File: config.mk
export PLATFORM = sky130hd
export DESIGN_NAME = ssl_udiv_pipe
export DESIGN_NICKNAME = d
export VERILOG_FILES = /design/src/hw/rtl/ssl_udiv_pipe.sv
export SDC_FILE = /design/constraint.sdc
export NUM_CORES = 2
export LEC_CHECK = 0
export BUFFER_PORTS_ARGS = -buffer_cell sky130_fd_sc_hd__buf_4
export CORE_ASPECT_RATIO = 0.7
export CORE_MARGIN = 4
export CORE_UTILIZATION = 45
export DETAILED_ROUTE_END_ITERATION = 12
export SYNTH_ARGS = -nofsm -noshare
export SYNTH_HDL_FRONTEND = slang
export SYNTH_SLANG_ARGS = --single-unit
File: constraint.sdc
create_clock -name clk -period 6.4 [get_ports clk]
set_input_delay 1.28 -clock clk [delete_from_list [all_inputs] [get_ports clk]]
set_output_delay 1.28 -clock clk [all_outputs]
set_load 0.005 [all_outputs]
File: src/hw/rtl/ssl_udiv_pipe.sv
// Pipelined restoring divider, one quotient bit per stage.
// The quotient must fit in QW bits, so the numerator bits above QW
// form the starting remainder and must be smaller than the divisor.
module ssl_udiv_pipe #(
    parameter int NW = 33,
    parameter int DW = 16,
    parameter int QW = 32,
    parameter int SW = 1
) (
    input  logic          clk,
    input  logic          rst_n,
    input  logic          en,
    input  logic          in_valid,
    input  logic [NW-1:0] num,
    input  logic [DW-1:0] den,
    input  logic [SW-1:0] in_side,
    output logic          out_valid,
    output logic [QW-1:0] quot,
    output logic [SW-1:0] out_side
);

    logic          v_reg   [QW];
    logic [DW-1:0] rem_reg [QW];
    logic [QW-1:0] nq_reg  [QW];
    logic [DW-1:0] d_reg   [QW];
    logic [SW-1:0] sd_reg  [QW];

    genvar i;
    generate
        for (i = 0; i < QW; i++) begin : g_stage
            logic          v_src;
            logic [DW-1:0] rem_src;
            logic [QW-1:0] nq_src;
            logic [DW-1:0] d_src;
            logic [SW-1:0] sd_src;
            logic [DW:0]   sh;
            logic [DW:0]   sub;
            logic          ge;

            // Stage input: from the ports for the first stage.
            if (i == 0) begin : g_first
                assign v_src   = in_valid;
                assign rem_src = DW'(num[NW-1:QW]);
                assign nq_src  = num[QW-1:0];
                assign d_src   = den;
                assign sd_src  = in_side;
            end
            else begin : g_next
                assign v_src   = v_reg[i-1];
                assign rem_src = rem_reg[i-1];
                assign nq_src  = nq_reg[i-1];
                assign d_src   = d_reg[i-1];
                assign sd_src  = sd_reg[i-1];
            end

            // Shift in the next numerator bit and try the subtraction.
            assign sh  = {rem_src, nq_src[QW-1]};
            assign ge  = sh >= {1'b0, d_src};
            assign sub = sh - {1'b0, d_src};

            always_ff @(posedge clk or negedge rst_n)
            begin
                if (!rst_n)
                begin
                    v_reg[i] <= 1'b0;
                end
                else if (en)
                begin
                    v_reg[i] <= v_src;
                end
            end

            always_ff @(posedge clk)
            begin
                if (en)
                begin
                    rem_reg[i] <= ge ? sub[DW-1:0] : sh[DW-1:0];
                    nq_reg[i]  <= {nq_src[QW-2:0], ge};
                    d_reg[i]   <= d_src;
                    sd_reg[i]  <= sd_src;
                end
            end
        end
    endgenerate

    assign out_valid = v_reg[QW-1];
    assign quot      = nq_reg[QW-1];
    assign out_side  = sd_reg[QW-1];

endmodule

==> results.yml <==
outcome:
  status: "complete, no violations"
route:
  dr.pass1.iters: 8
  ant_nets: 0
  route.met3.wl_um: 8370
  vias: 49800
  top_layer: "met4"
  drt-total-wl_um: 165000
  drc: 0
  wl_met2_um: 69100
  dr.first_iter.drc_count: 4036
  vias_per_cell: 5.23
  wl_per_cell_um: 17.3
  met1_length_um: 84100
setup_path:
  path_cells: "ha_1, a21oi_1, o21ai_1, a21oi_1, o21ai_1, o41ai_2, a21oi_1, a2111o_1, mux2_4"
  end_kind: "register"
  slowest_delay_ns: 0.68
  crit_slowest_cell: "a2111o_1"
  crit_required_ns: 6.98
  path_buf_inv: 0
  cp_max_fo: 17
  worstPathArrival_ns: 4.23
  start_kind: "register"
  worstSetupPathType: "register to register"
  cp_top_family: "compound AO/OA/AOI/OAI gates"
  cpMostUsedCell: "a21oi_1"
cts:
  clk-insertion-delay-late_ns: 0.83
  cts_resized: 0
  post_cts_buffers: 0
  cts.clk_slew.worst_paths_ns: 0.06
  cts_max_level: 4
  cts.hold.buffers_added: 0
  cts_buffer_depth: 4
  cts-root-buf: "clkbuf_16"
  cts_made_buffers: 209
  clock-sinks: 2080
  tritoncts: "done"
synthesis:
  yosys_most_used_dff: "edfxtp_1"
  synth_cells: 6352
  synth_top_cells_by_area: "edfxtp_1, ha_1, mux2_2"
  synth_fp_nets: 6935
  yosysMostFrequentCell: "edfxtp_1"
  seq_area_frac_synth_pct: 67.4
  synth_top_area_share_pct: 66.6
  yosys.area.top_type: "edfxtp_1"
  synth.distinct_cells: 92
  synth_area_per_cell_um2: 14.5
  yosys_warnings: 0
  synthArstFlopShare_pct: 1.54
  synth_enable_flop_cells: 2048
  netlist_area_um2: 92400
  synthTopCellsByCount: "edfxtp_1, inv_1, ha_1, nor2_1, a21oi_1"
  ys_ff_latch: 2080
place:
  post-place-ws_ns: 2.81
  routabilityCongestion: 0.895
  numPortBuffers: 87
  place_hpwl_um: 113000
sta:
  rsz0062_at_grt: "no"
  finalSetupTns_ns: 0
  hold_viol_final: 0
  relSlewSlack_pct: 24.1
  fmax_ghz: 0.274
  tightest_slew_ns: 1.14
  min_period_over_period_pct: 57.0
  setup_viol: 0
  finalWorstSetupSlack_ns: 2.75
  clock_skew_ns: 0.0372
  fin_crit_ns: 3.65
  drv_slew: 0
floorplanning:
  core_area_um2: 203000
  fp-row-count: 138
  start_util_pct: 45.5
  die-area_um2: 213000
  die_y_um: 387
  die_w_um: 550
  io_pins: 88
final_layout:
  drive_gt1_share_pct: 11.9
  finalNetCount: 7207
  syn_to_final_growth_pct: 11.7
  antennaDiodeCount: 0
  largest_reg_flops: 1024
global_route:
  grt_first_pass_wirelength_um: 264000
  antenna_found_initial: 2
  grt_max_degree: 182
  track_usage_pct: 15.2
  globalRoute.totalOverflow: 0
  grt_pass1_vias: 48200
pwr:
  peakVddDrop_mv: 0.266
  power_leakage_nw: 39.5
  p_per_area_nw_per_um2: 465
worst_hold_path:
  hold_class: "register to register"
job:
  max_cap_violations: 0
[worst paths after layout]
check / startpoint / cells after the start / slack, ns / endpoint
worst min-delay path: nq_reg[6][116]$_DFFE_PP_ / 0 / 0.39 / nq_reg[7][21]$_DFFE_PP_
min in group asynchronous: rst_n / 1 / 0.40 / g_stage[2].v_src$_DFFE_PN0P_
worst min register to register: nq_reg[6][116]$_DFFE_PP_ / 0 / 0.39 / nq_reg[7][21]$_DFFE_PP_
worst max register to register: rem_reg[0][113]$_DFFE_PP_ / 9 / 2.75 / rem_reg[0][138]$_DFFE_PP_
max in group asynchronous: rst_n / 1 / 5.71 / g_stage[28].v_src$_DFFE_PN0P_
worst max-delay path: rem_reg[0][113]$_DFFE_PP_ / 9 / 2.75 / rem_reg[0][138]$_DFFE_PP_
[worst reg2reg max path, delay by kind of cell, from the launching register on]
| kind | cells | cell delay (ns) |
|---|---|---|
| AOI/OAI and AO/OA | 7 | 2.17 |
| muxes | 1 | 0.43 |
| DFF | 1 | 0.40 |
| adders and majority gates | 1 | 0.39 |
[per-layer routing]
metal  up-vias  GRT usage (%)
li1      24400              -
met1     24200           23.9
met2      1011           21.7
met4         0           3.91
met3       269           2.68
met5         -              0
[stage by stage]
step	instance area, µm²	hold slack, ns	utilization [%]	instances	total power [mW]
2_1_floorplan	92400	0.400	-	6352	32.3
3_3_place_gp	96600	0.400	47.6	9143	35.9
3_5_place_dp	96600	0.405	47.6	9143	36.3
4_1_cts	103000	0.346	50.8	9520	48.4
5_1_grt	103000	0.389	50.8	9520	51.2
6_report	103000	0.393	50.8	9520	48.0
[where the power goes]
part / leakage [nW] / switching, mW / total (mW) / internal [mW]
Sequential: 20.4 / 1.30 / 19.8 / 18.5
Clock: 3.22 / 5.05 / 11.8 / 6.80
Combinational: 15.9 / 8.66 / 16.3 / 7.67
Total: 39.5 / 15.0 / 48.0 / 33.0
[kinds of logic after synthesis]
group,Yosys count,share of synthesized area (%)
AOI/OAI and AO/OA,1168,8.29
DFF,2080,67.4
buffers and inverters,719,3.03
xor gates and xnor gates,311,2.95
muxes,389,4.80
adders and majority gates,529,7.42
and+or+nand+nor,1156,6.08
[area by class of cell]
cell class | instances | area, µm²
clock buffers | 253 | 5460
clock inverters | 124 | 1140
fillers | 17100 | 99800
inverters | 656 | 2460
multi-input cells | 3553 | 27300
flip-flops and latches | 2080 | 62300
well taps | 2730 | 3420
repair buffers | 124 | 1150
[placed cells by master, fill, tap and decap left out, drive strengths merged, types with 11 or more instances in the layout]
cell and n:
a2111oi 18, a211oi 24, a21boi 25, a21o 87, a21oi 348, a31o 17, a31oi 31, a41oi 11
and2 14, and3 36, buf 124, bufinv 18, clkbuf 253, clkinv 94, dfrtp 32, edfxtp 2048
fa 31, ha 498, inv 661, mux2 333, mux2i 56, nand2 244, nand2b 42, nand3 88
nand4 74, nor2 359, nor2b 79, nor3 93, nor4 37, o211ai 31, o21a 101, o21ai 271
o21bai 33, o31a 31, o31ai 40, o41ai 13, or2 16, or3 36, xnor2 214, xor2 97
Note: power is estimated with default switching activity, not from simulation.
